**config.mk**
```make
export PLATFORM = sky130hd
export DESIGN_NAME = lce_stats
export DESIGN_NICKNAME = d
export VERILOG_FILES = /design/src/hdl/lce_pkg.sv /design/src/hdl/lce_stats.sv
export VERILOG_INCLUDE_DIRS = /design/src /design/src/hdl
export SDC_FILE = /design/constraint.sdc
export NUM_CORES = 2
export LEC_CHECK = 0
export BUFFER_PORTS_ARGS = -buffer_cell sky130_fd_sc_hd__buf_2
export CORE_UTILIZATION = 55
export DETAILED_ROUTE_END_ITERATION = 10
export PLACE_DENSITY = 0.69
export SETUP_SLACK_MARGIN = 0.5
export SLEW_MARGIN = 10
export SYNTH_ARGS = -nofsm -noshare
export SYNTH_HDL_FRONTEND = slang
export SYNTH_SLANG_ARGS = --single-unit
```
**constraint.sdc**
```tcl
create_clock -name clk -period 9.62 [get_ports clk]
set_input_delay 0.481 -clock clk [delete_from_list [all_inputs] [get_ports clk]]
set_output_delay 0.481 -clock clk [all_outputs]
set_load 0.005 [all_outputs]
```
**src/hdl/assert_macros.svh**
```systemverilog
// Assertion macros for the RTL files of the contrast enhancer; lce_stats uses them.
// Needs clk and rst_n in the scope where a macro is used.
`ifndef ASSERT_MACROS_SVH
`define ASSERT_MACROS_SVH

// Same-cycle implication, off while in reset.
`define LCE_ASSERT_IMP(lbl, ante, cons, msg) \
  lbl: assert property (@(posedge clk) disable iff (!rst_n) (ante) |-> (cons)) else $error(msg);

// Next-cycle implication, off while in reset.
`define LCE_ASSERT_NXT(lbl, ante, cons, msg) \
  lbl: assert property (@(posedge clk) disable iff (!rst_n) (ante) |=> (cons)) else $error(msg);

`endif

```
**src/hdl/lce_pkg.sv**
```systemverilog
// Shared types and constants for the local contrast enhancer.
// No dependencies; used by the top level, lce_front, lce_stats, lce_isqrt and lce_gain.
package lce_pkg;

  localparam int HALF       = 4;
  localparam int SPAN       = 2 * HALF;
  localparam int PIX_W      = 8;
  localparam int POS_W      = 10;
  localparam int CFG_IDX_W  = 3;
  localparam int CFG_DATA_W = 11;

  localparam int S_W   = 14;  // window sum, max 64*255
  localparam int Q_W   = 22;  // window sum of squares
  localparam int CS_W  = 11;  // column sum
  localparam int CQ_W  = 19;  // column sum of squares
  localparam int VAR_W = 28;  // 64*Q - S*S
  localparam int SD_W  = 11;  // deviation, 3 fraction bits
  localparam int G_W   = 12;  // gain, Q2.10

  localparam int MIN_WIDTH = 8;
  localparam int ROW_MAX   = 1023;

  localparam int SD_LO   = 160;
  localparam int SD_HI   = 480;
  localparam int K_LO    = 12800;
  localparam int K_HI    = 51200;
  localparam int GN_LO   = 6144 * K_LO;
  localparam int GN_HI   = 6144 * K_HI;
  localparam int G_UNITY = 1024;

  localparam logic [10:0] RST_LINE_WIDTH    = 11'd640;
  localparam logic [9:0]  RST_REGION_LEFT   = 10'd0;
  localparam logic [9:0]  RST_REGION_TOP    = 10'd0;
  localparam logic [9:0]  RST_REGION_RIGHT  = 10'd1023;
  localparam logic [9:0]  RST_REGION_BOTTOM = 10'd1023;

  typedef enum logic [CFG_IDX_W-1:0] {
    CFG_LINE_WIDTH    = 3'd0,
    CFG_REGION_LEFT   = 3'd1,
    CFG_REGION_TOP    = 3'd2,
    CFG_REGION_RIGHT  = 3'd3,
    CFG_REGION_BOTTOM = 3'd4
  } cfg_idx_t;

  typedef struct packed {
    logic [PIX_W-1:0] pixel_value;
    logic             start_of_frame;
  } in_t;

  typedef struct packed {
    logic [POS_W-1:0] out_x;
    logic [POS_W-1:0] out_y;
    logic [PIX_W-1:0] out_value;
  } out_t;

  // centre position and flags leaving the line buffer
  typedef struct packed {
    logic             emit;
    logic             enh;
    logic [POS_W-1:0] x;
    logic [POS_W-1:0] y;
  } pos_t;

  // what travels with a result through the math pipeline
  typedef struct packed {
    logic             enh;
    logic [POS_W-1:0] x;
    logic [POS_W-1:0] y;
    logic [PIX_W-1:0] p;
    logic [S_W-1:0]   s;
  } tag_t;

endpackage

```
**src/hdl/lce_stats.sv**
```systemverilog
// Window statistics: column sums, window sum and sum of squares, variance.
// Depends on lce_pkg and assert_macros.svh.
`include "assert_macros.svh"
module lce_stats (
  input  logic                                    clk,
  input  logic                                    rst_n,
  input  logic                                    en,
  input  logic                                    in_v,
  input  logic [lce_pkg::SPAN*lce_pkg::PIX_W-1:0] in_col,
  input  lce_pkg::pos_t                           in_pos,
  output logic                                    out_v,
  output logic [lce_pkg::VAR_W-1:0]               out_var,
  output lce_pkg::tag_t                           out_tag
);
  localparam int SPAN = lce_pkg::SPAN;
  localparam int PW   = lce_pkg::PIX_W;

  logic [PW-1:0]            p_hist_r [lce_pkg::HALF-1];
  logic [lce_pkg::CS_W-1:0] cs_hist_r [SPAN-1];
  logic [lce_pkg::CQ_W-1:0] cq_hist_r [SPAN-1];
  logic [lce_pkg::S_W-1:0]  s_nxt;
  logic [lce_pkg::Q_W-1:0]  q_nxt;

  logic [2*PW-1:0]          sq [SPAN];
  logic [lce_pkg::CS_W-1:0] cs;
  logic [lce_pkg::CQ_W-1:0] cq;

  logic                     a_v_r, b_v_r, c_v_r, d_v_r;
  lce_pkg::pos_t            a_pos_r, b_pos_r, c_pos_r;
  logic [2*PW-1:0]          a_sq_r [SPAN];
  logic [lce_pkg::CS_W-1:0] a_cs_r, b_cs_r;
  logic [lce_pkg::CQ_W-1:0] b_cq_r;
  logic [PW-1:0]            a_p_r, b_p_r, c_p_r;
  logic [lce_pkg::S_W-1:0]  c_s_r;
  logic [lce_pkg::Q_W-1:0]  c_q_r;
  logic [lce_pkg::VAR_W-1:0] q64_c, ssq_c, d_var_r;
  lce_pkg::tag_t            d_tag_r;

  always_comb begin
    cs = '0;
    for (int i = 0; i < SPAN; i++) begin
      sq[i] = in_col[PW*i +: PW] * in_col[PW*i +: PW];
      cs    = cs + lce_pkg::CS_W'(in_col[PW*i +: PW]);
    end
    cq = '0;
    for (int i = 0; i < SPAN; i++) begin
      cq = cq + lce_pkg::CQ_W'(a_sq_r[i]);
    end
    // window sums: newest column plus the seven before it
    s_nxt = lce_pkg::S_W'(b_cs_r);
    q_nxt = lce_pkg::Q_W'(b_cq_r);
    for (int i = 0; i < SPAN - 1; i++) begin
      s_nxt = s_nxt + lce_pkg::S_W'(cs_hist_r[i]);
      q_nxt = q_nxt + lce_pkg::Q_W'(cq_hist_r[i]);
    end
    q64_c = {c_q_r, 6'b0};
    ssq_c = c_s_r * c_s_r;
  end

  always_ff @(posedge clk) begin
    if (!rst_n) begin
      a_v_r <= 1'b0;
      b_v_r <= 1'b0;
      c_v_r <= 1'b0;
      d_v_r <= 1'b0;
      for (int i = 0; i < lce_pkg::HALF - 1; i++) begin
        p_hist_r[i] <= '0;
      end
      for (int i = 0; i < SPAN - 1; i++) begin
        cs_hist_r[i] <= '0;
        cq_hist_r[i] <= '0;
      end
    end else if (en) begin
      a_v_r <= in_v;
      b_v_r <= a_v_r;
      c_v_r <= b_v_r & b_pos_r.emit;
      d_v_r <= c_v_r;
      if (in_v) begin
        p_hist_r[0] <= in_col[PW*lce_pkg::HALF +: PW];
        for (int i = 1; i < lce_pkg::HALF - 1; i++) begin
          p_hist_r[i] <= p_hist_r[i-1];
        end
      end
      if (b_v_r) begin
        cs_hist_r[0] <= b_cs_r;
        cq_hist_r[0] <= b_cq_r;
        for (int i = 1; i < SPAN - 1; i++) begin
          cs_hist_r[i] <= cs_hist_r[i-1];
          cq_hist_r[i] <= cq_hist_r[i-1];
        end
      end
    end
  end

  always_ff @(posedge clk) begin
    if (en) begin
      a_pos_r <= in_pos;
      a_sq_r  <= sq;
      a_cs_r  <= cs;
      // centre column entered three columns before this one
      a_p_r   <= p_hist_r[lce_pkg::HALF-2];
      b_pos_r <= a_pos_r;
      b_cs_r  <= a_cs_r;
      b_cq_r  <= cq;
      b_p_r   <= a_p_r;
      c_pos_r <= b_pos_r;
      c_s_r   <= s_nxt;
      c_q_r   <= q_nxt;
      c_p_r   <= b_p_r;
      d_var_r <= q64_c - ssq_c;
      d_tag_r <= '{enh: c_pos_r.enh, x: c_pos_r.x, y: c_pos_r.y, p: c_p_r, s: c_s_r};
    end
  end

  assign out_v   = d_v_r;
  assign out_var = d_var_r;
  assign out_tag = d_tag_r;

  `LCE_ASSERT_IMP(a_sum_bound, c_v_r && c_pos_r.enh, c_s_r <= 14'd16320, "window sum out of range")
  `LCE_ASSERT_IMP(a_var_nonneg, c_v_r && c_pos_r.enh, q64_c >= ssq_c, "negative window variance")
  `LCE_ASSERT_NXT(a_stall_hold, !en, $stable(c_v_r) && $stable(d_v_r), "valid bits moved in stall")
endmodule

```
==> metrics.txt <==
status finished clean; ys flop type edfxtp_1; clock-pin slew on the worst setup and hold paths 0.06 ns; core area 87200 um2; gpl congestion 0.887; most instantiated library cell after synthesis inv_1; Req. time, crit path 9.98 ns; DR vias/cell 5.09; most used cell, CP fa_1; #FFs+latches synth 593; hold_buf cts 7; launch point of the worst path c_s_r[11]$_DFFE_PP_; H-tree Lvls 3; Fin Setup TNS 0 ns; post-synthesis cell count 4153; GRT Total Usage 0.221; RR Startpoint c_s_r[11]$_DFFE_PP_; measured slew at the worst slew-check pin 1.02 ns; Cell Area, Synth 48600 um2; WP data arrival 6.81 ns; fillers 7138; CP Class reg -> reg; Worst Hold Class in -> reg; synth unique cells 68; HP Start in_pos[19]; Commonest cells post-synth inv_1 (975), fa_1 (652), edfxtp_1 (589); Post-CTS Resized 0; routed vias 28.2k; Final setup viols 0; largest delay contributor family on the critical path adder cells; final WL 93500 um; PortBufs 161; First-pass DRT Iterations 5; Initial Util 0.557; Final Hold Viols 0; syn_area_per_cell 11.7 um2; die width 299 um; worst-skew pair later-pin latency 0.62 ns; CTS tree built; post-CTS setup buffers 0; largest fanout on the critical path 13; Seq/Total Area, Yosys 0.366; initial antenna violation count 1; delay of the slowest cell on the worst path 0.65 ns; Die Y 299 um; Area Overhead vs Synth 8.81%; Tmin final 6.45 ns; Residual DRC 0; crit end category flop; ranking of synthesized cells by area edfxtp_1 (36%), fa_1 (27%), ha_1 (10%); Achievable Freq 0.155 GHz; root buffer cell clkbuf_16; Max clock buf depth 3; Slowest-stage cell, CP edfxtp_1; Synthesis Warnings 0; first-pass GRT wire length 155000 um; crit share post-route 0.671; total CTS buffers 68; Post-synth EDFFs 589; DRT antenna net count 0; leading area contributor after synthesis edfxtp_1; Critical path buffers and inverters 4; DP Wirelength 73300 um; CP cell instances inv_1 > nor2_1 > fa_1 > fa_1 > inv_1 > fa_1 > fa_1 > fa_1 > inv_1 > fa_1 > inv_1 > ha_1 > a21o_1 > a21oi_1 > o22ai_1 > a211oi_1 > o21ai_1 > a311oi_1 > xnor2_1; Rel. slew slack 0.320; fraction of registers with async set/reset 0; average wire per standard cell 16.9 um; fin nets 5469; number of global-route vias before repair 29.7k; I/O pin count 162; CTS sink cnt 593; Max-Cap Viols 0; Layout Skew 0.0210 ns; DIE AREA 89500 um2; gr ovfl total 0; std cell rows 108; Synth top area share 0.364; layout cells sized above 1 0.0662; RSZ-0062 raised after global routing false; largest net degree at the start of global routing 168; max-slew violations 0; Worst setup SP type flop; First DRT Iteration DRCs 1575
[layout by cell type, fill, tap and decap left out, drive strengths merged, types with 43 or more instances in the layout]
master  count
and2      366
nand2     214
o21ai      54
clkbuf     84
buf       168
fa        652
ha        397
edfxtp    589
a21o       43
xor2       64
xnor2     133
a21oi     120
nor2      140
inv       980
[cell families after synthesis]
| logic type | synth area share |
|---|---|
| muxes | 0.00247 |
| AOI/OAI and AO/OA | 0.0468 |
| and+or+nand+nor | 0.0971 |
| adders and majority gates | 0.371 |
| other | 0.000155 |
| xor gates and xnor gates | 0.0355 |
| DFF | 0.366 |
| buffers and inverters | 0.0810 |
[cell type report]
| class | instances | area, um2 | area share |
|---|---|---|---|
| multi-input combinational | 2516 | 26900 | 0.509 |
| clock buffer | 84 | 1850 | 0.0349 |
| timing repair buffer | 175 | 951 | 0.0180 |
| tap | 1155 | 1450 | 0.0273 |
| inverter | 976 | 3660 | 0.0693 |
| antenna | 1 | 2.50 | 0.0000474 |
| clock inverter | 37 | 284 | 0.00537 |
| sequential | 593 | 17800 | 0.336 |
[worst reg2reg max path, stage by stage, from the launching register on]
cell and delay [ns]:
edfxtp_1 0.65, inv_1 0.23, nor2_1 0.30, fa_1 0.48, fa_1 0.50, inv_1 0.05, fa_1 0.49, fa_1 0.50
fa_1 0.49, inv_1 0.05, fa_1 0.48, inv_1 0.04, ha_1 0.38, a21o_1 0.22, a21oi_1 0.17, o22ai_1 0.09
a211oi_1 0.41, o21ai_1 0.22, a311oi_1 0.35, xnor2_1 0.09
[flip-flops by register name, indices dropped and copies added, names as in the netlist, 8 cells and up]
register	flops
cq_hist_r	133
a_sq_r	120
cs_hist_r	77
out_tag	42
out_var	27
p_hist_r	24
a_pos_r	22
b_pos_r	22
c_q_r	22
c_pos_r	21
b_cq_r	19
c_s_r	14
a_cs_r	11
b_cs_r	11
a_p_r	8
b_p_r	8
c_p_r	8
[worst paths after layout]
path	to	slack, ns	cells past startpoint
max	out_var[25]$_DFFE_PP_	3.17	19
max reg2reg	out_var[25]$_DFFE_PP_	3.17	19
min reg2reg	b_pos_r[21]$_DFFE_PP_	0.41	0
min	a_pos_r[19]$_DFFE_PP_	0.04	1
[metal layers]
metal	wire length (um)	track usage
met1	39300	0.285
met2	47000	0.383
met3	3770	0.0278
met4	3310	0.0813
met5	0	0
[stage by stage]
stage	instances	hold slack, ns	util	area (um2)	worst slack, ns
final	5537	0.0416	0.606	52800	3.17
after CTS	5536	0.000140	0.606	52800	3.20
after floorplan	4155	0.400	-	48600	3.63
after global placement	5408	0.400	0.581	50600	3.29
after detailed placement	5408	0.405	0.581	50600	3.22
after global routing	5537	0.0200	0.606	52800	2.79
Power is left out: the tool's default activity adds up to more than one toggle a clock period on the data nets, which glitch-free logic cannot reach.
