$ cat config.mk
export PLATFORM = sky130hd
export DESIGN_NAME = lce_isqrt
export DESIGN_NICKNAME = d
export VERILOG_FILES = /design/src/hdl/assert_macros.svh /design/src/hdl/lce_pkg.sv /design/src/hdl/lce_isqrt.sv
export SDC_FILE = /design/constraint.sdc
export NUM_CORES = 1
export LEC_CHECK = 0
export BUFFER_PORTS_ARGS = -buffer_cell sky130_fd_sc_hd__buf_2
export CAP_MARGIN = 25
export CORE_AREA = 2 2 192 194
export CTS_CLUSTER_SIZE = 25
export DETAILED_ROUTE_END_ITERATION = 16
export DIE_AREA = 0 0 194 196
export PLACE_DENSITY_LB_ADDON = 0.3
export SLEW_MARGIN = 5
export SYNTH_ARGS = -nofsm -noshare
export SYNTH_HDL_FRONTEND = slang
export SYNTH_SLANG_ARGS = --single-unit
$ cat constraint.sdc
create_clock -name clk -period 5.55 [get_ports clk]
set_input_delay 1.11 -clock clk [delete_from_list [all_inputs] [get_ports clk]]
set_output_delay 1.11 -clock clk [all_outputs]
set_load 0.02 [all_outputs]
$ cat src/hdl/assert_macros.svh
// Assertion macros for the RTL files of the contrast enhancer; lce_stats uses them.
// Needs clk and rst_n in the scope where a macro is used.
`ifndef ASSERT_MACROS_SVH
`define ASSERT_MACROS_SVH

// Same-cycle implication, off while in reset.
`define LCE_ASSERT_IMP(lbl, ante, cons, msg) \
  lbl: assert property (@(posedge clk) disable iff (!rst_n) (ante) |-> (cons)) else $error(msg);

// Next-cycle implication, off while in reset.
`define LCE_ASSERT_NXT(lbl, ante, cons, msg) \
  lbl: assert property (@(posedge clk) disable iff (!rst_n) (ante) |=> (cons)) else $error(msg);

`endif

$ cat src/hdl/lce_pkg.sv
// Shared types and constants for the local contrast enhancer.
// No dependencies; used by the top level, lce_front, lce_stats, lce_isqrt and lce_gain.
package lce_pkg;

  localparam int HALF       = 4;
  localparam int SPAN       = 2 * HALF;
  localparam int PIX_W      = 8;
  localparam int POS_W      = 10;
  localparam int CFG_IDX_W  = 3;
  localparam int CFG_DATA_W = 11;

  localparam int S_W   = 14;  // window sum, max 64*255
  localparam int Q_W   = 22;  // window sum of squares
  localparam int CS_W  = 11;  // column sum
  localparam int CQ_W  = 19;  // column sum of squares
  localparam int VAR_W = 28;  // 64*Q - S*S
  localparam int SD_W  = 11;  // deviation, 3 fraction bits
  localparam int G_W   = 12;  // gain, Q2.10

  localparam int MIN_WIDTH = 8;
  localparam int ROW_MAX   = 1023;

  localparam int SD_LO   = 160;
  localparam int SD_HI   = 480;
  localparam int K_LO    = 12800;
  localparam int K_HI    = 51200;
  localparam int GN_LO   = 6144 * K_LO;
  localparam int GN_HI   = 6144 * K_HI;
  localparam int G_UNITY = 1024;

  localparam logic [10:0] RST_LINE_WIDTH    = 11'd640;
  localparam logic [9:0]  RST_REGION_LEFT   = 10'd0;
  localparam logic [9:0]  RST_REGION_TOP    = 10'd0;
  localparam logic [9:0]  RST_REGION_RIGHT  = 10'd1023;
  localparam logic [9:0]  RST_REGION_BOTTOM = 10'd1023;

  typedef enum logic [CFG_IDX_W-1:0] {
    CFG_LINE_WIDTH    = 3'd0,
    CFG_REGION_LEFT   = 3'd1,
    CFG_REGION_TOP    = 3'd2,
    CFG_REGION_RIGHT  = 3'd3,
    CFG_REGION_BOTTOM = 3'd4
  } cfg_idx_t;

  typedef struct packed {
    logic [PIX_W-1:0] pixel_value;
    logic             start_of_frame;
  } in_t;

  typedef struct packed {
    logic [POS_W-1:0] out_x;
    logic [POS_W-1:0] out_y;
    logic [PIX_W-1:0] out_value;
  } out_t;

  // centre position and flags leaving the line buffer
  typedef struct packed {
    logic             emit;
    logic             enh;
    logic [POS_W-1:0] x;
    logic [POS_W-1:0] y;
  } pos_t;

  // what travels with a result through the math pipeline
  typedef struct packed {
    logic             enh;
    logic [POS_W-1:0] x;
    logic [POS_W-1:0] y;
    logic [PIX_W-1:0] p;
    logic [S_W-1:0]   s;
  } tag_t;

endpackage

$ cat src/hdl/lce_isqrt.sv
// Pipelined integer square root, two root bits per stage.
// Depends on lce_pkg.
module lce_isqrt (
  input  logic                      clk,
  input  logic                      rst_n,
  input  logic                      en,
  input  logic                      in_v,
  input  logic [21:0]               in_x,
  input  lce_pkg::tag_t             in_tag,
  output logic                      out_v,
  output logic [lce_pkg::SD_W-1:0]  out_root,
  output lce_pkg::tag_t             out_tag
);
  localparam int XW  = 22;
  localparam int RW  = lce_pkg::SD_W;
  localparam int BPS = 2;
  localparam int NST = (RW + BPS - 1) / BPS;

  logic          v_r    [NST];
  logic [XW-1:0] rem_r  [NST];
  logic [RW-1:0] root_r [NST];
  lce_pkg::tag_t tag_r  [NST];

  for (genvar k = 0; k < NST; k++) begin : g_st
    logic          v_i;
    logic [XW-1:0] rem_i, rem_o;
    logic [RW-1:0] root_i, root_o;
    lce_pkg::tag_t tag_i;

    if (k == 0) begin : g_head
      assign v_i    = in_v;
      assign rem_i  = in_x;
      assign root_i = '0;
      assign tag_i  = in_tag;
    end else begin : g_body
      assign v_i    = v_r[k-1];
      assign rem_i  = rem_r[k-1];
      assign root_i = root_r[k-1];
      assign tag_i  = tag_r[k-1];
    end

    // rem_o holds x - root^2; a root bit is set when its trial fits
    always_comb begin
      logic [XW+1:0] trial;
      int            b;
      rem_o  = rem_i;
      root_o = root_i;
      trial  = '0;
      for (int j = 0; j < BPS; j++) begin
        b = RW - 1 - (BPS * k + j);
        if (b >= 0) begin
          trial = ((XW+2)'(root_o) << (b + 1)) + ((XW+2)'(1) << (2 * b));
          if ((XW+2)'(rem_o) >= trial) begin
            rem_o  = rem_o - XW'(trial);
            root_o = root_o | (RW'(1) << b);
          end
        end
      end
    end

    always_ff @(posedge clk) begin
      if (!rst_n) begin
        v_r[k] <= 1'b0;
      end else if (en) begin
        v_r[k] <= v_i;
      end
    end

    always_ff @(posedge clk) begin
      if (en) begin
        rem_r[k]  <= rem_o;
        root_r[k] <= root_o;
        tag_r[k]  <= tag_i;
      end
    end
  end

  assign out_v    = v_r[NST-1];
  assign out_root = root_r[NST-1];
  assign out_tag  = tag_r[NST-1];
endmodule

==> results of run 1 <==
[power groups by stage]
stage / Combinational (uW) / Sequential [uW] / Clock [uW]
finish: 2660 / 4180 / 2680
floorplan: 2030 / 4170 / 0
CTS: 2640 / 4180 / 2760
global placement: 2590 / 4230 / 0
global route: 2950 / 4220 / 2880
detailed placement: 2630 / 4240 / 0
[cell type report]
type / count / area (sq um)
Fill cell: 2882 / 15700
Sequential cell: 415 / 12500
Multi-Input combinational cell: 702 / 4990
Clock buffer: 48 / 1070
Timing Repair Buffer: 137 / 756
Tap cell: 468 / 586
Inverter: 74 / 279
Clock inverter: 28 / 260
[cells in the mapped netlist (5+ instances only)]
master / number
o21ai_0: 27
o21a_1: 18
or3_1: 10
nor4_1: 18
a21oi_1: 68
a31oi_1: 5
mux2_2: 10
edfxtp_1: 414
nand3_1: 23
a211oi_1: 8
a211o_1: 5
buf_2: 9
or2_2: 13
nand4_1: 13
o31ai_1: 8
inv_1: 72
xnor2_1: 51
xor2_1: 28
nor2b_1: 10
nand2_1: 52
and3_1: 14
nand2b_1: 7
a21o_1: 23
nor2_1: 89
mux2i_1: 6
ha_1: 80
nor3_1: 28
o211ai_1: 8
[cell usage in the layout, fill, tap and decap left out, types with 13 or more instances in the layout]
master     count
edfxtp_1     414
nor2_1        89
clkbuf_16     42
o21a_1        18
and3_1        14
xnor2_1       51
nor4_1        18
o21ai_0       27
nor3_1        28
ha_1          80
or2_2         13
buf_2        122
nand2_1       52
xor2_1        28
a21o_1        23
nand3_1       23
inv_1         72
a21oi_1       68
nand4_1       13
[worst max-delay path: stages, from the launching register on]
cell and delay (ps):
edfxtp_1 430, inv_1 100, ha_1 420, nand4_2 140
or4_4 560, and2_2 220, nand2_2 180, clkinv_2 210
nor2_1 140, nor2_1 70, ha_1 400, and4_1 260
nand4_1 150, or3_1 400, nor4_1 430, nor4_4 70
nand4_2 370, mux2_2 390
[path summary, 6_finish.rpt]
check,start,end,depth (start not counted)
worst max-delay path,root_r[3][7],rem_r[4][7],17
worst min-delay path,tag_r[2][30],tag_r[3][30],0
worst max register to register,root_r[3][7],rem_r[4][7],17
worst min register to register,tag_r[2][30],tag_r[3][30],0
[sequential cells by signal, indices dropped and copies added, names as in the netlist]
register,count
v_r,6
rem_r,110
root_r,41
tag_r,258
[logic make-up after synthesis]
group,synth area share [%]
xor gates and xnor gates,3.89
muxes,1.31
AOI/OAI and AO/OA,7.83
buffers and inverters,1.99
adders and majority gates,5.63
and+or+nand+nor,9.37
DFF,70.0
[metrics by stage]
| step | area, sq um | setup slack [ps] |
|---|---|---|
| detailed placement | 19100 | 413 |
| floorplan | 17800 | 1060 |
| global route | 20400 | 70.8 |
| global placement | 19100 | 518 |
| finish | 20400 | 354 |
| CTS | 20400 | 400 |
[metal layers]
layer,up-vias,track usage [%]
met3,67,3.08
met4,2,5.72
met5,-,0
met1,4794,20.6
met2,241,27.4
li1,4918,-
==> results.md, run 1 <==
- Setup violations, final: 0
- Non-Filler Instances: between 1.5k and 2k
- Num rows: 70
- Worst EP arrival: 5490 ps
- Io pins: between 100 and 150
- Yosys top cell area share: between 60% and 70%
- Final routed DRC violation total: 0
- Crit path max fanout: 17
- Top routing layer in use: met5
- Post-CTS Setup Bufs: 0
- Reg power frac: between 40% and 50%
- Yosys top cell by area: edfxtp_1
- Max Slew Vio Count: 0
- Routed Antenna Nets: 0
- Mean routed wirelength per cell: around 17 um
- Cell area after synthesis: between 0.015 and 0.02 sq mm
- Count of cell types in the netlist: about 80
- Fraction of layout instances using a drive strength above 1: between 15 and 20%
- Clock share of power: between 20 and 30%
- Max-cap violations: 0
- GR Util All Layers: around 16%
- Post-DP HPWL: around 22000 um
- CP endpoint kind: flip-flop
- Worst reg-to-reg setup slack: ~350 ps
- Vias in the first global route: approximately 10k
- Asr flop ratio synth: 0%
- Num CTS Buffers: 42
- Sequential-to-total area share from yosys stat: a little over two thirds
- CP required: a little under 6000 ps
- Area Growth Syn to Fin: 14.6%
- Tot Pwr: ~9500 uW
- TritonRoute pass-1 iters: 4
- Gpl congestion: 0.905
- Clock sinks: between 400 and 500
- Worst VDD drop: 0.398 mV
- Root Driver: clkbuf_16
- Setup TNS: 0 ps
- Final WL: 31000 um
- Grt total ovfl: 0
- Starting Density: 49.3%
- Hold_ws: between 400 and 500 ps
- #FFs+latches synth: between 400 and 500
- Hold crit path type: reg -> reg
- Synth area leaders: edfxtp_1, ha_1, xnor2_1, a21oi_1, nor2_1
- First-pass GRT wire length: between 40000 and 50000 um
- CTS resizes: 0
- Leakage: about 0.0078 uW
- IO Port Bufs: 123
- CP Launch Type: flip-flop
- Initial antenna violation count: 1
- Ant. Diodes: 0
- Pwr Density: between 400 and 500 mW/mm^2
- Mapped Nets: ~1.4k
- Final hold violation count: 0
- Reg clk slew, reported paths: about 60 ps
- Met3 wire length: around 1400 um
- Full die area: 0.0380 sq mm
- Yosys warns: 0
- Fin util: a little under three fifths
- Syn_area_per_cell: around 15 sq um
- Via density: about 5.4
- Final Skew: 26.7 ps
- Routed met1 length: roughly 13000 um
- Nets@finish: roughly 1.5k
- Worst slew pin tran: approximately 760 ps
- Fin crit period: approximately 5200 ps
- RSZ-0062 raised after global routing: false
- CTS tree: done
- Floorplan core area: about 0.036 sq mm
- Skew-Pair Late Insertion Delay: 550 ps
- Die X-Extent: slightly below 200 um
- Die H: 196 um
- Largest net degree at the start of global routing: 134
- Final period util: between 90% and 100%
- Maximum clock insertion buffer count: 3
- Metal2 WL: around 15000 um
- Hold Buf Count CTS: 0
- Synth Flop Type: edfxtp_1
- Status: finished, final reports clean
- Int Power: between 6000 and 7000 uW
- Net Switching: approximately 2900 uW
- Post-synth EDFFs: 414
- Mapped Cells: between 1k and 1.5k
- Iteration-0 DRC Markers: 568
- Placed insts: 1796
- Switching portion of total power: a little under a third
- Critical path type: reg -> reg
- Comb power frac: between 20% and 30%
- Via count: ~10k
- H-tree levels: 2
- Relative slew slack: 49.1%
- Max Clock Freq: ~190 MHz
Note: power is estimated with default switching activity, not from simulation.
==> run 2, diff against run 1 <==
RECOVER_POWER = 50   (was unset)
==> run 2 against run 1 <==
Against the previous run: the flow now finishes with violations (capacitance limit, slew limit); register-to-register slack gained 20 ps; non-clock buffer count is the same; setup slack gained 20 ps; global-route usage is the same; via count is essentially flat; critical path type unchanged; largest cell class unchanged; largest power group unchanged.
==> results.md, run 2 (same netlist as run 1, synthesis figures left out) <==
- Root Driver: clkbuf_16
- Max-cap violations: 1
- H-tree levels: 2
- Final WL: a little over 30000 um
- Num rows: 70
- Gpl congestion: 0.905
- Worst VDD drop: 0.398 mV
- Skew-Pair Late Insertion Delay: about 550 ps
- GR Util All Layers: between 15 and 20%
- Crit path max fanout: 17
- Worst slew pin tran: between 2000 and 2500 ps
- Placed insts: roughly 1.8k
- Mean routed wirelength per cell: around 17 um
- Crit-path max cell delay: roughly 560 ps
- Relative slew slack: -66.5%
- Max Slew Vio Count: roughly 100
- Final routed DRC violation total: 0
- Hold Buf Count CTS: 0
- Final period util: between 90% and 100%
- Clock sinks: around 420
- Net Switching: about 2900 uW
- Max reg flops: 258
- Hold_ws: 411 ps
- Ant. Diodes: 0
- RSZ-0062 raised after global routing: false
- Int Power: 6650 uW
- Non-Filler Instances: roughly 1.9k
- Setup TNS: 0 ps
- Clock share of power: between 20 and 30%
- Most frequent cells in the layout: edfxtp_1, buf_2, nor2_1
- Routed Antenna Nets: 0
- Area after DPL: roughly 0.019 sq mm
- Biggest register: tag_r
- Die H: approximately 200 um
- Final Skew: roughly 26 ps
- Comb power frac: ~28%
- Nets@finish: ~1.5k
- Critical path's slowest cell: or4_4
- CP Launch Type: flip-flop
- Grt total ovfl: 0
- TritonRoute pass-1 iters: 5
- Vias in the first global route: roughly 9.8k
- Setup violations, final: 0
- Worst EP arrival: about 5500 ps
- Maximum clock insertion buffer count: 3
- Worst reg-to-reg setup slack: between 300 and 400 ps
- Crit-path cells: inv_1 > ha_1 > nand4_2 > or4_4 > and2_2 > nand2_2 > clkinv_2 > nor2_1 > nor2_1 > ha_1 > and4_1 > nand4_1 > or3_1 > nor4_1 > nor4_4 > nand4_2 > mux2_2
- Num CTS Buffers: 42
- Floorplan core area: about 0.036 sq mm
- Hold crit path type: reg -> reg
- Final hold violation count: 0
- Starting Density: a little under 50%
- Via density: between 5 and 6
- CP top delay family: simple AND/OR/NAND/NOR gates
- Commonest non-fill, non-tap cell in the layout: edfxtp_1
- Leakage: a little under 0.008 uW
- Full die area: between 0.03 and 0.04 sq mm
- Via count: about 10k
- CP required: between 5000 and 6000 ps
- CTS tree: done
- Reg power frac: between 40 and 50%
- Area Growth Syn to Fin: 14.4%
- Max Clock Freq: 193 MHz
- IO Port Bufs: approximately 120
- First-pass GRT wire length: 49500 um
- Final instance area: a little over 0.02 sq mm
- Worst path bufs/invs: 2
- Switching portion of total power: about 30%
- Critical path type: reg -> reg
- Biggest regs: tag_r x258, rem_r x110, root_r x41
- Post-CTS Setup Bufs: 0
- Reg clk slew, reported paths: approximately 60 ps
- CTS resizes: 0
- Initial antenna violation count: 1
- Io pins: about 120
- Post-DP HPWL: around 22000 um
- Fin crit period: between 5000 and 6000 ps
- Status: finished, violations left
- Violated checks: capacitance limit, slew limit
- Largest net degree at the start of global routing: between 100 and 150
- Pwr Density: ~470 mW/mm^2
- Die X-Extent: between 150 and 200 um
- Iteration-0 DRC Markers: 507
- CP endpoint kind: flip-flop
- Fraction of layout instances using a drive strength above 1: approximately 16%
## run 2: cell count changes in the layout (fill, tap and decap cells not counted)
cell      change
buf_8         -1
clkbuf_2      +1
clkbuf_1     +19
buf_2        -19
## run 2: layout make-up
| cell class | count | area, sq um |
|---|---|---|
| multi-input cells | 702 | 4990 |
| clock inverters | 28 | 260 |
| inverters | 74 | 279 |
| well taps | 468 | 586 |
| clock buffers | 48 | 1070 |
| fillers | 2887 | 15700 |
| repair buffers | 137 | 722 |
| flip-flops and latches | 415 | 12500 |
## run 2: final timing paths
kind                startpoint          end  cells past startpoint
hold reg to reg    tag_r[4][3]  tag_r[5][3]                      0
hold / removal     tag_r[4][3]  tag_r[5][3]                      0
setup reg to reg  root_r[3][7]  rem_r[4][7]                     17
setup / recovery  root_r[3][7]  rem_r[4][7]                     17
## run 2: layer usage
layer	track usage (%)	vias up	part of all wire (%)
li1	-	4919	-
met1	20.6	4795	43
met2	27.4	235	50
met3	3.08	66	4.5
met4	5.72	2	2.8
met5	0	-	0.023
## run 2: per-stage QoR
| stage | utilization (%) | power, uW | worst slack (ps) |
|---|---|---|---|
| 2_1_floorplan | - | 6200 | 1060 |
| 3_3_place_gp | 52.8 | 6820 | 518 |
| 3_5_place_dp | 52.8 | 6870 | 413 |
| 4_1_cts | 56.5 | 9580 | 400 |
| 5_1_grt | 56.4 | 10100 | 70.8 |
| 6_report | 56.4 | 9520 | 373 |
## run 2: power by group through the flow
stage / clock, uW / combinational, uW / sequential [uW]
after CTS: 2760 / 2640 / 4180
after detailed placement: 0 / 2630 / 4240
final: 2680 / 2660 / 4180
after global routing: 2880 / 2950 / 4230
after floorplan: 0 / 2030 / 4170
after global placement: 0 / 2590 / 4230
==> run 3, diff against run 2 <==
CELL_PAD_IN_SITES_DETAIL_PLACEMENT = 0   (was unset)
CELL_PAD_IN_SITES_GLOBAL_PLACEMENT = 1   (was unset)
clock period = 6.7 ns   (was 5.55 ns; I/O delays follow)
==> run 3 against run 2 <==
Against the previous run: the run still ends with capacitance limit, slew limit left; core utilization fell by 0.47 points; sequential power down 17%; hold slack about the same; clock power fell by 20%; fmax is 5.8% lower; largest power group unchanged.
==> results.md, run 3 (same netlist as run 1, synthesis figures left out) <==
- Leakage: 0.00763 uW
- Max Slew Vio Count: 408
- CP top delay family: simple AND/OR/NAND/NOR gates
- Hold Buf Count CTS: 0
- Final WL: approximately 30000 um
- PnR worst setup slack: between 1000 and 1500 ps
- CP endpoint kind: flip-flop
- Most frequent cells in the layout: edfxtp_1, buf_2, nor2_1
- Max-cap violations: 2
- Max reg flops: around 260
- Final Skew: roughly 11 ps
- Reg clk slew, reported paths: approximately 60 ps
- Initial antenna violation count: 0
- Starting Density: between 40% and 50%
- Gpl congestion: 0.879
- Relative slew slack: -227%
- Skew-Pair Late Insertion Delay: 540 ps
- CTS tree: done
- Die X-Extent: approximately 190 um
- Biggest regs: tag_r x258, rem_r x110, root_r x41
- Place WS: 1330 ps
- Maximum clock insertion buffer count: 3
- Biggest register: tag_r
- Max Clock Freq: around 180 MHz
- Pwr Density: a little under 400 mW/mm^2
- Crit-path cells: inv_1 > ha_1 > nand4_1 > nor4_1 > a21oi_1 > nand3_1 > inv_1 > o21ai_0 > ha_1 > and3_1 > and3_1 > a21o_1 > a221o_1 > a211o_1 > nor3_1 > nand4_1 > buf_4 > nor4b_2 > xor2_1
- Root Driver: clkbuf_16
- Routed Antenna Nets: 0
- Area Growth Syn to Fin: 13.5%
- Worst VDD drop: approximately 0.25 mV
- Worst slew pin tran: 4900 ps
- Fin util: about 56%
- Final period util: between 80% and 90%
- Io pins: between 100 and 150
- H-tree levels: 2
- Nets@finish: roughly 1.5k
- Post-DP HPWL: approximately 22000 um
- Vias in the first global route: approximately 9.6k
- Die H: approximately 200 um
- Ant. Diodes: 0
- Via count: 9794
- IO Port Bufs: 123
- Final hold violation count: 0
- Critical path type: reg -> reg
- Largest net degree at the start of global routing: about 210
- Status: finished, violations left
- Full die area: 0.0380 sq mm
- First-pass GRT wire length: 49500 um
- CP Launch Type: flip-flop
- Crit-path max cell delay: 530 ps
- Crit path max fanout: 21
- Worst EP arrival: 5780 ps
- Num CTS Buffers: 42
- Commonest non-fill, non-tap cell in the layout: edfxtp_1
- Mean routed wirelength per cell: 16.6 um
- Grt total ovfl: 0
- Post-CTS Setup Bufs: 0
- Via density: about 5.3
- CTS resizes: 0
- Final routed DRC violation total: 0
- Setup violations, final: 0
- Violated checks: capacitance limit, slew limit
- Clock sinks: 415
- Hold crit path type: reg -> reg
- RSZ-0062 raised after global routing: false
- Setup TNS: 0 ps
- Critical path's slowest cell: nor4_1
- TritonRoute pass-1 iters: 5
- Hold_ws: between 400 and 500 ps
- Fin crit period: 5500 ps
- Iteration-0 DRC Markers: approximately 540
- Worst path bufs/invs: 3
- GR Util All Layers: approximately 16%
- Floorplan core area: between 0.03 and 0.04 sq mm
- Fraction of layout instances using a drive strength above 1: between 10% and 20%
- CP required: roughly 7000 ps
- Num rows: 70
## run 3: cell types whose count changed in the layout (fill, tap and decap cells not counted), moves of 2 or more
cell      delta
buf_4        -9
clkinv_1     -4
clkbuf_1    +10
buf_2        -2
clkinv_2     -7
buf_12       -2
## run 3: routing by layer
metal | GRT usage, % | wire [um]
met1 | 21.5 | 13400
met3 | 2.63 | 1170
met2 | 27.6 | 15300
met5 | 0 | 0
met4 | 5.61 | 870
## run 3: path summary, 6_finish.rpt
| path | from | slack, ps | cells after the start | endpoint |
|---|---|---|---|---|
| setup / recovery | root_r[2][7] | 1200 | 19 | rem_r[3][19] |
| hold / removal | tag_r[3][16] | 410 | 0 | tag_r[4][16] |
| setup reg to reg | root_r[2][7] | 1200 | 19 | rem_r[3][19] |
| hold reg to reg | tag_r[3][16] | 410 | 0 | tag_r[4][16] |
## run 3: where the power goes
| group | leakage [uW] | internal [uW] | switching [uW] |
|---|---|---|---|
| Sequential | 0.00403 | 3300 | 180 |
| Clock | 0.000609 | 1250 | 890 |
| Combinational | 0.00299 | 934 | 1230 |
## run 3: layout make-up
| type | count | area, sq um |
|---|---|---|
| Fill cell | 2931 | 15900 |
| Sequential cell | 415 | 12500 |
| Multi-Input combinational cell | 702 | 4990 |
| Clock buffer | 56 | 1120 |
| Timing Repair Buffer | 128 | 621 |
| Tap cell | 468 | 586 |
| Inverter | 74 | 279 |
| Clock inverter | 14 | 141 |
## run 3: per-stage QoR
step / power, uW / cell area (sq um) / std cells
2_1_floorplan: 5140 / 17800 / 1206
3_3_place_gp: 5650 / 19000 / 1787
3_5_place_dp: 5680 / 19000 / 1787
4_1_cts: 7840 / 20300 / 1857
5_1_grt: 8260 / 20200 / 1857
6_report: 7780 / 20200 / 1857
