$ cat src/hdl/assert_macros.svh
// Assertion macros for the RTL files of the contrast enhancer; lce_stats uses them.
// Needs clk and rst_n in the scope where a macro is used.
`ifndef ASSERT_MACROS_SVH
`define ASSERT_MACROS_SVH

// Same-cycle implication, off while in reset.
`define LCE_ASSERT_IMP(lbl, ante, cons, msg) \
  lbl: assert property (@(posedge clk) disable iff (!rst_n) (ante) |-> (cons)) else $error(msg);

// Next-cycle implication, off while in reset.
`define LCE_ASSERT_NXT(lbl, ante, cons, msg) \
  lbl: assert property (@(posedge clk) disable iff (!rst_n) (ante) |=> (cons)) else $error(msg);

`endif

$ cat src/hdl/lce_pkg.sv
// Shared types and constants for the local contrast enhancer.
// No dependencies; used by the top level, lce_front, lce_stats, lce_isqrt and lce_gain.
package lce_pkg;

  localparam int HALF       = 4;
  localparam int SPAN       = 2 * HALF;
  localparam int PIX_W      = 8;
  localparam int POS_W      = 10;
  localparam int CFG_IDX_W  = 3;
  localparam int CFG_DATA_W = 11;

  localparam int S_W   = 14;  // window sum, max 64*255
  localparam int Q_W   = 22;  // window sum of squares
  localparam int CS_W  = 11;  // column sum
  localparam int CQ_W  = 19;  // column sum of squares
  localparam int VAR_W = 28;  // 64*Q - S*S
  localparam int SD_W  = 11;  // deviation, 3 fraction bits
  localparam int G_W   = 12;  // gain, Q2.10

  localparam int MIN_WIDTH = 8;
  localparam int ROW_MAX   = 1023;

  localparam int SD_LO   = 160;
  localparam int SD_HI   = 480;
  localparam int K_LO    = 12800;
  localparam int K_HI    = 51200;
  localparam int GN_LO   = 6144 * K_LO;
  localparam int GN_HI   = 6144 * K_HI;
  localparam int G_UNITY = 1024;

  localparam logic [10:0] RST_LINE_WIDTH    = 11'd640;
  localparam logic [9:0]  RST_REGION_LEFT   = 10'd0;
  localparam logic [9:0]  RST_REGION_TOP    = 10'd0;
  localparam logic [9:0]  RST_REGION_RIGHT  = 10'd1023;
  localparam logic [9:0]  RST_REGION_BOTTOM = 10'd1023;

  typedef enum logic [CFG_IDX_W-1:0] {
    CFG_LINE_WIDTH    = 3'd0,
    CFG_REGION_LEFT   = 3'd1,
    CFG_REGION_TOP    = 3'd2,
    CFG_REGION_RIGHT  = 3'd3,
    CFG_REGION_BOTTOM = 3'd4
  } cfg_idx_t;

  typedef struct packed {
    logic [PIX_W-1:0] pixel_value;
    logic             start_of_frame;
  } in_t;

  typedef struct packed {
    logic [POS_W-1:0] out_x;
    logic [POS_W-1:0] out_y;
    logic [PIX_W-1:0] out_value;
  } out_t;

  // centre position and flags leaving the line buffer
  typedef struct packed {
    logic             emit;
    logic             enh;
    logic [POS_W-1:0] x;
    logic [POS_W-1:0] y;
  } pos_t;

  // what travels with a result through the math pipeline
  typedef struct packed {
    logic             enh;
    logic [POS_W-1:0] x;
    logic [POS_W-1:0] y;
    logic [PIX_W-1:0] p;
    logic [S_W-1:0]   s;
  } tag_t;

endpackage

$ cat src/hdl/lce_gain.sv
// Gain curve: squared distance, denominator, pipelined rounding divider.
// Depends on lce_pkg.
module lce_gain (
  input  logic                     clk,
  input  logic                     rst_n,
  input  logic                     en,
  input  logic                     in_v,
  input  logic [lce_pkg::SD_W-1:0] in_sd,
  input  lce_pkg::tag_t            in_tag,
  output logic                     out_v,
  output logic [lce_pkg::G_W-1:0]  out_g,
  output lce_pkg::tag_t            out_tag
);
  localparam int NW  = 29;
  localparam int DW  = 20;
  localparam int GW  = lce_pkg::G_W;
  localparam int BPS = 2;
  localparam int NST = GW / BPS;

  logic          big, lo;
  logic [8:0]    d;
  logic [18:0]   den;
  logic [NW-1:0] num;

  logic          g0_v_r, g0_big_r, g0_lo_r;
  logic [17:0]   g0_dd_r;
  lce_pkg::tag_t g0_tag_r;
  logic          g1_v_r, g1_big_r;
  logic [NW-1:0] g1_rem_r;
  logic [DW-1:0] g1_dv_r;
  lce_pkg::tag_t g1_tag_r;

  logic          v_r   [NST];
  logic          big_r [NST];
  logic [NW-1:0] rem_r [NST];
  logic [DW-1:0] dv_r  [NST];
  logic [GW-1:0] q_r   [NST];
  lce_pkg::tag_t tag_r [NST];

  always_comb begin
    big = in_sd >= lce_pkg::SD_W'(lce_pkg::SD_HI);
    lo  = in_sd < lce_pkg::SD_W'(lce_pkg::SD_LO);
    d   = lo ? 9'(lce_pkg::SD_W'(lce_pkg::SD_LO) - in_sd)
             : 9'(in_sd - lce_pkg::SD_W'(lce_pkg::SD_LO));
    den = 19'(g0_dd_r) + (g0_lo_r ? 19'(lce_pkg::K_LO) : 19'(lce_pkg::K_HI));
    // rounding: (2*3072*k + den) / (2*den)
    num = (g0_lo_r ? NW'(lce_pkg::GN_LO) : NW'(lce_pkg::GN_HI)) + NW'(den);
  end

  always_ff @(posedge clk) begin
    if (!rst_n) begin
      g0_v_r <= 1'b0;
      g1_v_r <= 1'b0;
    end else if (en) begin
      g0_v_r <= in_v;
      g1_v_r <= g0_v_r;
    end
  end

  always_ff @(posedge clk) begin
    if (en) begin
      g0_big_r <= big;
      g0_lo_r  <= lo;
      g0_dd_r  <= d * d;
      g0_tag_r <= in_tag;
      g1_big_r <= g0_big_r;
      g1_rem_r <= num;
      g1_dv_r  <= {den, 1'b0};
      g1_tag_r <= g0_tag_r;
    end
  end

  for (genvar k = 0; k < NST; k++) begin : g_div
    logic          v_i, big_i;
    logic [NW-1:0] rem_i, rem_o;
    logic [DW-1:0] dv_i;
    logic [GW-1:0] q_i, q_o;
    lce_pkg::tag_t tag_i;

    if (k == 0) begin : g_head
      assign v_i   = g1_v_r;
      assign big_i = g1_big_r;
      assign rem_i = g1_rem_r;
      assign dv_i  = g1_dv_r;
      assign q_i   = '0;
      assign tag_i = g1_tag_r;
    end else begin : g_body
      assign v_i   = v_r[k-1];
      assign big_i = big_r[k-1];
      assign rem_i = rem_r[k-1];
      assign dv_i  = dv_r[k-1];
      assign q_i   = q_r[k-1];
      assign tag_i = tag_r[k-1];
    end

    always_comb begin
      logic [31:0] trial;
      int          b;
      rem_o = rem_i;
      q_o   = q_i;
      trial = '0;
      for (int j = 0; j < BPS; j++) begin
        b     = GW - 1 - (BPS * k + j);
        trial = 32'(dv_i) << b;
        if (32'(rem_o) >= trial) begin
          rem_o = rem_o - NW'(trial);
          q_o   = q_o | (GW'(1) << b);
        end
      end
    end

    always_ff @(posedge clk) begin
      if (!rst_n) begin
        v_r[k] <= 1'b0;
      end else if (en) begin
        v_r[k] <= v_i;
      end
    end

    always_ff @(posedge clk) begin
      if (en) begin
        big_r[k] <= big_i;
        rem_r[k] <= rem_o;
        dv_r[k]  <= dv_i;
        q_r[k]   <= q_o;
        tag_r[k] <= tag_i;
      end
    end
  end

  assign out_v   = v_r[NST-1];
  assign out_g   = big_r[NST-1] ? GW'(lce_pkg::G_UNITY) : q_r[NST-1];
  assign out_tag = tag_r[NST-1];
endmodule
$ cat config.mk
export PLATFORM = sky130hd
export DESIGN_NAME = lce_gain
export DESIGN_NICKNAME = d
export VERILOG_FILES = /design/src/hdl/assert_macros.svh /design/src/hdl/lce_pkg.sv /design/src/hdl/lce_gain.sv
export SDC_FILE = /design/constraint.sdc
export NUM_CORES = 1
export LEC_CHECK = 0
export ABC_AREA = 1
export BUFFER_PORTS_ARGS = -buffer_cell sky130_fd_sc_hd__buf_4
export CORE_ASPECT_RATIO = 1.2
export CORE_MARGIN = 3
export CORE_UTILIZATION = 65
export DETAILED_ROUTE_END_ITERATION = 8
export GPL_TIMING_DRIVEN = 1
export PLACE_DENSITY_LB_ADDON = 0.12
export SETUP_SLACK_MARGIN = 0.4
export SLEW_MARGIN = 0
export SYNTH_ARGS = -nofsm -noshare
export SYNTH_HDL_FRONTEND = slang
export SYNTH_SLANG_ARGS = --single-unit
$ cat constraint.sdc
create_clock -name clk -period 19.2 [get_ports clk]
set_clock_uncertainty 0.2 [all_clocks]
set_input_delay 0.96 -clock clk [delete_from_list [all_inputs] [get_ports clk]]
set_output_delay 0.96 -clock clk [all_outputs]
set_load 0.01 [all_outputs]
==> metrics.md, run 1 <==
| Metric | Value |
|---|---|
| Row cnt | 95 |
| Pre-CTS setup slack | 11.74 ns |
| Net Count, Synth | 4289 |
| Synth Register Bits | 640 |
| Commonest cells in the netlist | 828 x nand2_1, 637 x edfxtp_1, 525 x inv_1 |
| Post-Syn Area | 0.0375 sq mm |
| HP Class | reg2reg |
| Synth Instances | 3922 |
| Unique masters post-synth | 63 |
| Clk Latency, worst-skew pair | 0.66 ns |
| First-pass GRT wire length | 152 mm |
| Final slew viol count | 0 |
| RSZ-0062 raised after global routing | no |
| Reg2Reg Depth | 24 |
| Top-Level Pins | 114 |
| Max incr delay on CP | 0.56 ns |
| Endpoints failing setup | 0 |
| DRC viols | 0 |
| Final WS setup | 12.34 ns |
| Synth Flop Type | edfxtp_1 |
| Clock transition at the registers of the reported paths | 0.07 ns |
| Die ar. | 0.0606 sq mm |
| Crit path DAT | 7.06 ns |
| Drt first-iter violations | 1960 |
| Largest net degree at the start of global routing | 105 |
| IO buf count | 113 |
| RD Place Congestion | 0.988 |
| Top cell type's share of synthesized area | 51.0% |
| CP max stage cell | fa_1 |
| Worst Setup Start Kind | input pin |
| Starting density of the core | 66.3% |
| Root Driver | clkbuf_16 |
| Syn Area/Cell | 9.56 sq um |
| Critical Path Fanout Max | 9 |
| CTS tree | yes |
| Largest cells by area after synthesis | edfxtp_1 51%, ha_1 9.2%, nand2_1 8.3% |
| Max Freq | 146 MHz |
| Worst hold slack | 0.177 ns |
| EDFF count, synth | 637 |
| CTS buffer count | 60 |
| Worst hold start | g1_tag_r[0]$_DFFE_PP_ |
| CORE AREA | 0.0566 sq mm |
| CTS Sinks | 640 |
| Sequential share of the synthesized area | 51.2% |
| Crit path capture type | flop |
| Setup bufs post-CTS | 0 |
| Drt pass-1 iters | 6 |
| Worst-Margin Slew | 1.09 ns |
| Inst Count DP | 4732 |
| Setup TNS | 0 ns |
| Crit path time final | 6.86 ns |
| Cell taking the most area after synthesis | edfxtp_1 |
| P&R area growth vs syn | 9.54% |
| Hold-fix buffers, CTS | 0 |
| Req. time, crit path | 19.41 ns |
| H-tree depth | 2 |
| Layout cells sized above 1 | 7.94% |
| Vert. Die Dim | 269 um |
| Layout fillers | 4071 |
| CP Launch Point | in_sd[5] |
| Max_cap viols | 0 |
| Vias/cell | 5.86 |
| Grt ovf | 0 |
| Post-route ant nets | 0 |
| Initial antenna violation count | 3 |
| Most numerous cell in the Yosys netlist | nand2_1 |
| Die X-Extent | 225 um |
| Vias in the first global route | 28700 |
| Status | finished clean |
| PostCTS Resize Cnt | 0 |
| Final Hold Vio Count | 0 |
| Final WL | 97.9 mm |
| Non-Filler Instances | 4846 |
| Most frequent CP cell | inv_1 |
| Final worst path period share | 35.7% |
| Ys Warns | 0 |
| Slew margin rel. | 27.1% |
| Via count | 28400 |
| Async S/R FF share, synth | 0% |
| Dpl hpwl | 73.2 mm |
| Setup Crit Path Kind | in2reg |
| GRT Total Usage | 32.6% |
| Avg WL per Cell | 20.2 um |
| # nets final | 4434 |
| R2r startpoint | rem_r[2][6]$_DFFE_PP_ |
| CTS max path bufs | 3 |
| Hold Path Depth | 0 |
-- metal layers --
layer | vias to the layer above | wire (um) | GRT usage (%)
li1 | 13700 | - | -
met1 | 13200 | 33200 | 33.3
met2 | 1142 | 51200 | 61.1
met3 | 437 | 5500 | 4.82
met4 | 2 | 8030 | 23.0
met5 | - | 11 | 0
-- worst paths after layout --
kind,end,slack [ns]
worst max-delay path,g0_dd_r[16]$_DFFE_PP_,12.34
worst min-delay path,tag_r[0][0]$_DFFE_PP_,0.18
worst max register to register,rem_r[3][9]$_DFFE_PP_,12.44
worst min register to register,tag_r[0][0]$_DFFE_PP_,0.18
-- final cells by class --
type | instances | area, sq um | area share (%)
repair buffers | 121 | 916 | 2.23
multi-input cells | 2702 | 16000 | 39.0
well taps | 727 | 910 | 2.21
diodes | 1 | 2.50 | 0.00609
inverters | 542 | 2040 | 4.96
clock buffers | 68 | 1530 | 3.73
clock inverters | 45 | 452 | 1.10
flip-flops and latches | 640 | 19200 | 46.7
-- through the flow --
step           utilization (%)  instance area (sq um)
3_3_place_gp              69.1                  39100
6_report                  72.6                  41100
2_1_floorplan                -                  37500
4_1_cts                   72.6                  41100
3_5_place_dp              69.1                  39100
5_1_grt                   72.6                  41100
-- cells in the final DEF, fill, tap and decap left out, types with 58 or more instances in the layout --
cell,count
ha_1,276
xor2_1,91
xnor2_1,85
buf_4,120
clkbuf_16,60
nand4_1,58
nand2_1,828
inv_1,525
a21oi_1,256
nand3_1,189
o21ai_0,243
nor2_1,339
edfxtp_1,637
-- flip-flops by register name, indices dropped and copies added (netlist names) --
name      cells
g0_big_r      1
g1_v_r        1
g1_rem_r      3
rem_r       140
q_r          42
g1_dv_r      17
g0_dd_r      17
v_r           6
g0_lo_r       1
g1_big_r      1
g1_tag_r     43
big_r         6
g0_tag_r     43
tag_r       258
dv_r         60
g0_v_r        1
-- logic make-up (layout without fill, tap and decap cells) --
kind of cell / count (synthesis) / after routing / synth area share (%)
buf+inv: 580 / 776 / 6.06
other cells: 0 / 1 / 0
mux: 1 / 1 / 0.0267
fa+ha+maj: 309 / 309 / 11.0
xor+xnor: 176 / 176 / 4.11
simple gates: 1565 / 1565 / 18.0
flops: 640 / 640 / 51.2
compound gates: 651 / 651 / 9.68
-- worst max-delay path: cells and delay by family --
| kind | cells | cell delay (ns) |
|---|---|---|
| xor+xnor | 1 | 0.08 |
| buf+inv | 7 | 0.71 |
| fa+ha+maj | 6 | 2.59 |
| compound gates | 8 | 1.53 |
| simple gates | 8 | 1.21 |
Power of run 1 is not shown: default switching activity piles up to over one toggle a cycle in this logic, so the estimate is an artifact.
==> inputs of run 2 (changes only) <==
--- a/config.mk
+++ b/config.mk
@@ -5,11 +5,11 @@
 export SDC_FILE = /design/constraint.sdc
 export NUM_CORES = 1
 export LEC_CHECK = 0
-export ABC_AREA = 1
+export ABC_AREA = 0
 export BUFFER_PORTS_ARGS = -buffer_cell sky130_fd_sc_hd__buf_4
 export CORE_ASPECT_RATIO = 1.2
 export CORE_MARGIN = 3
-export CORE_UTILIZATION = 65
+export CORE_UTILIZATION = 57
 export DETAILED_ROUTE_END_ITERATION = 8
 export GPL_TIMING_DRIVEN = 1
 export PLACE_DENSITY_LB_ADDON = 0.12
==> constraint.sdc (replaced) <==
create_clock -name clk -period 5.7 [get_ports clk]
set_clock_uncertainty 0.2 [all_clocks]
set_input_delay 0.285 -clock clk [delete_from_list [all_inputs] [get_ports clk]]
set_output_delay 0.285 -clock clk [all_outputs]
set_load 0.01 [all_outputs]
==> metrics.md, run 2 <==
| Metric | Value |
|---|---|
| Async S/R FF share, synth | 0% (unchanged) |
| Final slew viol count | 0 (unchanged) |
| Largest registers | tag_r: 258 flops, rem_r: 140 flops, dv_r: 60 flops (unchanged) |
| Drt first-iter violations | 1727 (was 1960) |
| Most frequent cells in the layout | 637 x edfxtp_1, 450 x buf_4, 239 x ha_1 (was 828 x nand2_1, 637 x edfxtp_1, 525 x inv_1) |
| Net Switching | 12.3 mW |
| IO buf count | 113 (unchanged) |
| Critical Path Fanout Max | 8 (was 9) |
| EDFF count, synth | 637 (unchanged) |
| Initial antenna violation count | 1 (was 3) |
| DRC viols | 0 (unchanged) |
| Endpoints failing setup | 0 (unchanged) |
| Grt ovf | 0 (unchanged) |
| Max reg flops | 258 (unchanged) |
| Sequential power share | 23.6% |
| Cell taking the most area after synthesis | edfxtp_1 (unchanged) |
| Final Hold Vio Count | 0 (unchanged) |
| Synth Register Bits | 640 (unchanged) |
| Largest net degree at the start of global routing | 143 (was 105) |
| Vias/cell | 5.81 (was 5.86) |
| Top cell type's share of synthesized area | 53.9% (was 51.0%) |
| Pre-CTS setup slack | -0.664 ns (was 11.74 ns) |
| Setup Crit Path Kind | reg2reg (was in2reg) |
| Largest cells by area after synthesis | edfxtp_1 54%, ha_1 9.7%, xnor2_1 3.3% (was edfxtp_1 51%, ha_1 9.2%, nand2_1 8.3%) |
| Max_cap viols | 0 (unchanged) |
| Post-route ant nets | 0 (unchanged) |
| Synth Instances | 2975 (was 3922) |
| Ys Warns | 0 (unchanged) |
| CORE AREA | 0.0612 sq mm (was 0.0566 sq mm) |
| PwrDens | 703 mW/mm^2 |
| Final WS setup | 0.109 ns (was 12.34 ns) |
| Pint | 18.7 mW |
| Die X-Extent | 234 um (was 225 um) |
| Row cnt | 99 (was 95) |
| Via count | 25500 (was 28400) |
| RD Place Congestion | 0.923 (was 0.988) |
| Non-Filler Instances | 4387 (was 4846) |
| Clk Latency, worst-skew pair | 0.63 ns (was 0.66 ns) |
| Clock share of power | 13.3% |
| Worst Setup Start Kind | flop (was input pin) |
| Root Driver | clkbuf_16 (unchanged) |
| Req. time, crit path | 5.89 ns (was 19.41 ns) |
| Synth Flop Type | edfxtp_1 (unchanged) |
| RSZ-0062 raised after global routing | yes (was no) |
| Comb pwr share | 63.1% |
| Final WL | 89.7 mm (was 97.9 mm) |
| Sequential share of the synthesized area | 54.0% (was 51.2%) |
| Post-Syn Area | 0.0355 sq mm (was 0.0375 sq mm) |
| Crit path time final | 5.59 ns |
| Fin area | 0.0441 sq mm (was 0.0411 sq mm) |
| Avg WL per Cell | 20.5 um (was 20.2 um) |
| CTS buffer count | 61 (was 60) |
| Max Freq | 179 MHz |
| R2r endpoint | rem_r[4][27]$_DFFE_PP_ (was rem_r[3][9]$_DFFE_PP_) |
| Setup slack, reg-to-reg | 0.11 ns (was 12.44 ns) |
| Setup TNS | 0 ns (unchanged) |
| Vert. Die Dim | 279 um (was 269 um) |
| Unique masters post-synth | 91 (was 63) |
| Inst Count DP | 4109 (was 4732) |
| Layout fillers | 4098 (was 4071) |
| R2r startpoint | rem_r[3][11]$_DFFE_PP_ (was rem_r[2][6]$_DFFE_PP_) |
| H-tree depth | 2 (unchanged) |
| VDD IR-drop max | 0.548 mV |
| Most numerous cell in the Yosys netlist | edfxtp_1 (was nand2_1) |
| P&R area growth vs syn | 24.3% (was 9.54%) |
| Crit path DAT | 5.78 ns (was 7.06 ns) |
| Die ar. | 0.0653 sq mm (was 0.0606 sq mm) |
| Final worst path period share | 98.1% |
| Lkg Pwr | 18.1 nW |
| Setup crit end | rem_r[4][27]$_DFFE_PP_ (was g0_dd_r[16]$_DFFE_PP_) |
| Status | finished clean (unchanged) |
| Sw frac | 39.8% |
| Drt pass-1 iters | 7 (was 6) |
| Starting density of the core | 58.0% (was 66.3%) |
| Crit path capture type | flop (unchanged) |
| Clock transition at the registers of the reported paths | 0.06 ns (was 0.07 ns) |
| # nets final | 3895 (was 4434) |
| Worst-Margin Slew | 0.902 ns (was 1.09 ns) |
| Commonest cells in the netlist | 637 x edfxtp_1, 276 x ha_1, 257 x inv_1 (was 828 x nand2_1, 637 x edfxtp_1, 525 x inv_1) |
| Top-Level Pins | 114 (unchanged) |
| CTS Sinks | 640 (unchanged) |
| GRT Total Usage | 25.7% (was 32.6%) |
| CP Launch Point | rem_r[3][11]$_DFFE_PP_ (was in_sd[5]) |
| Most flops, register | tag_r (unchanged) |
| CTS max path bufs | 3 (unchanged) |
| Vias in the first global route | 25800 (was 28700) |
| Layout cells sized above 1 | 25.9% (was 7.94%) |
| CTS tree | yes (unchanged) |
| First-pass GRT wire length | 132 mm (was 152 mm) |
| Syn Area/Cell | 11.9 sq um (was 9.56 sq um) |
| Reg2Reg Depth | 22 (was 24) |
| Slew margin rel. | 39.9% (was 27.1%) |
| HP Class | in2reg (was reg2reg) |
| Final Core Density | 72.1% (was 72.6%) |
| Net Count, Synth | 3342 (was 4289) |
| Dpl hpwl | 61.7 mm (was 73.2 mm) |
| Commonest non-fill, non-tap cell in the layout | edfxtp_1 (was nand2_1) |
| Area post-placement | 0.0394 sq mm (was 0.0391 sq mm) |
-- run 2: cell count changes after synthesis, moves of 25 or more --
cell,previous run,this run
mux2_2,0,72
xnor2_1,85,134
nand4_1,58,33
nand2b_1,0,38
o21ai_0,243,161
nor2_1,339,203
a21o_1,23,76
a21oi_1,256,212
nor2b_1,0,46
nand2_1,828,182
xor2_1,91,62
nand3_1,189,38
o21a_1,9,47
inv_1,525,257
-- run 2: through the flow --
stage	hold slack (ns)	power, mW
global placement	0.200	24.0
CTS	0.117	29.4
floorplan	0.184	19.6
finish	0.154	31.0
global route	0.141	33.1
detailed placement	0.205	24.5
-- run 2: worst min-delay path by stage --
stage,start,end,cells past startpoint
after global placement,g1_tag_r[28]$_DFFE_PP_,tag_r[0][28]$_DFFE_PP_,0
after global routing,in_sd[10],g0_lo_r$_DFFE_PP_,5
after floorplan,in_sd[0],g0_dd_r[0]$_DFFE_PP_,0
final,in_sd[10],g0_lo_r$_DFFE_PP_,5
after CTS,in_sd[10],g0_lo_r$_DFFE_PP_,5
after detailed placement,g1_big_r$_DFFE_PP_,big_r[0]$_DFFE_PP_,0
-- run 2: logic make-up (layout without fill, tap and decap cells) --
family	after synthesis	count (layout)	synth area share, %
simple gates	714	714	9.95
compound gates	706	706	12.8
flops	640	640	54.0
fa+ha+maj	309	309	11.6
buf+inv	306	909	3.33
xor+xnor	196	196	4.83
mux	104	104	3.47
other cells	0	1	0
-- run 2: routing by layer --
metal	up-vias	GRT usage (%)	part of all wire [%]
met2	769	49.2	55
met1	12300	26.3	34
met5	-	0	0
met4	0	15.8	7.1
met3	317	2.99	3.4
li1	12100	-	-
-- run 2: power by group through the flow --
stage | registers (mW) | clock network, mW | logic, mW
6_report | 7.31 | 4.13 | 19.6
4_1_cts | 7.27 | 4.19 | 17.9
5_1_grt | 7.38 | 4.39 | 21.3
3_5_place_dp | 7.34 | 0 | 17.2
3_3_place_gp | 7.31 | 0 | 16.7
2_1_floorplan | 7.12 | 0 | 12.5
-- run 2: worst max-delay path: stages, from the launching register on --
cell and delay, ns:
edfxtp_1 0.46, ha_1 0.42, nand2_1 0.16, nor2_1 0.07, and3_4 0.20, or4_4 0.59, nor2_4 0.15, clkinv_4 0.11
o21ai_4 0.19, ha_4 0.24, nor2b_4 0.12, o21a_1 0.22, o21ai_2 0.18, or4b_4 0.52, a21oi_4 0.22, o31ai_4 0.11
nor4b_2 0.27, buf_4 0.17, nand4_4 0.13, buf_12 0.21, buf_16 0.15, a31oi_2 0.15, nor2b_1 0.06
-- run 2: what timing repair did --
action,in CTS,in global routing
buffers inserted,55,50
endpoints found under the hold margin,68,0
hold buffers,50,0
resized for setup,112,206
pin swaps,51,57
endpoints found under the setup margin,114,116
gates cloned,2,7
-- run 2: cell type report --
type / instances / area (sq um) / area share, %
inverters: 261 / 996 / 2.26
repair buffers: 535 / 4480 / 10.1
diodes: 1 / 2.50 / 0.00567
clock inverters: 41 / 492 / 1.11
well taps: 808 / 1010 / 2.29
flip-flops and latches: 640 / 19200 / 43.5
clock buffers: 72 / 1570 / 3.55
multi-input cells: 2029 / 16400 / 37.1
Power figures use the tool's default switching activity.
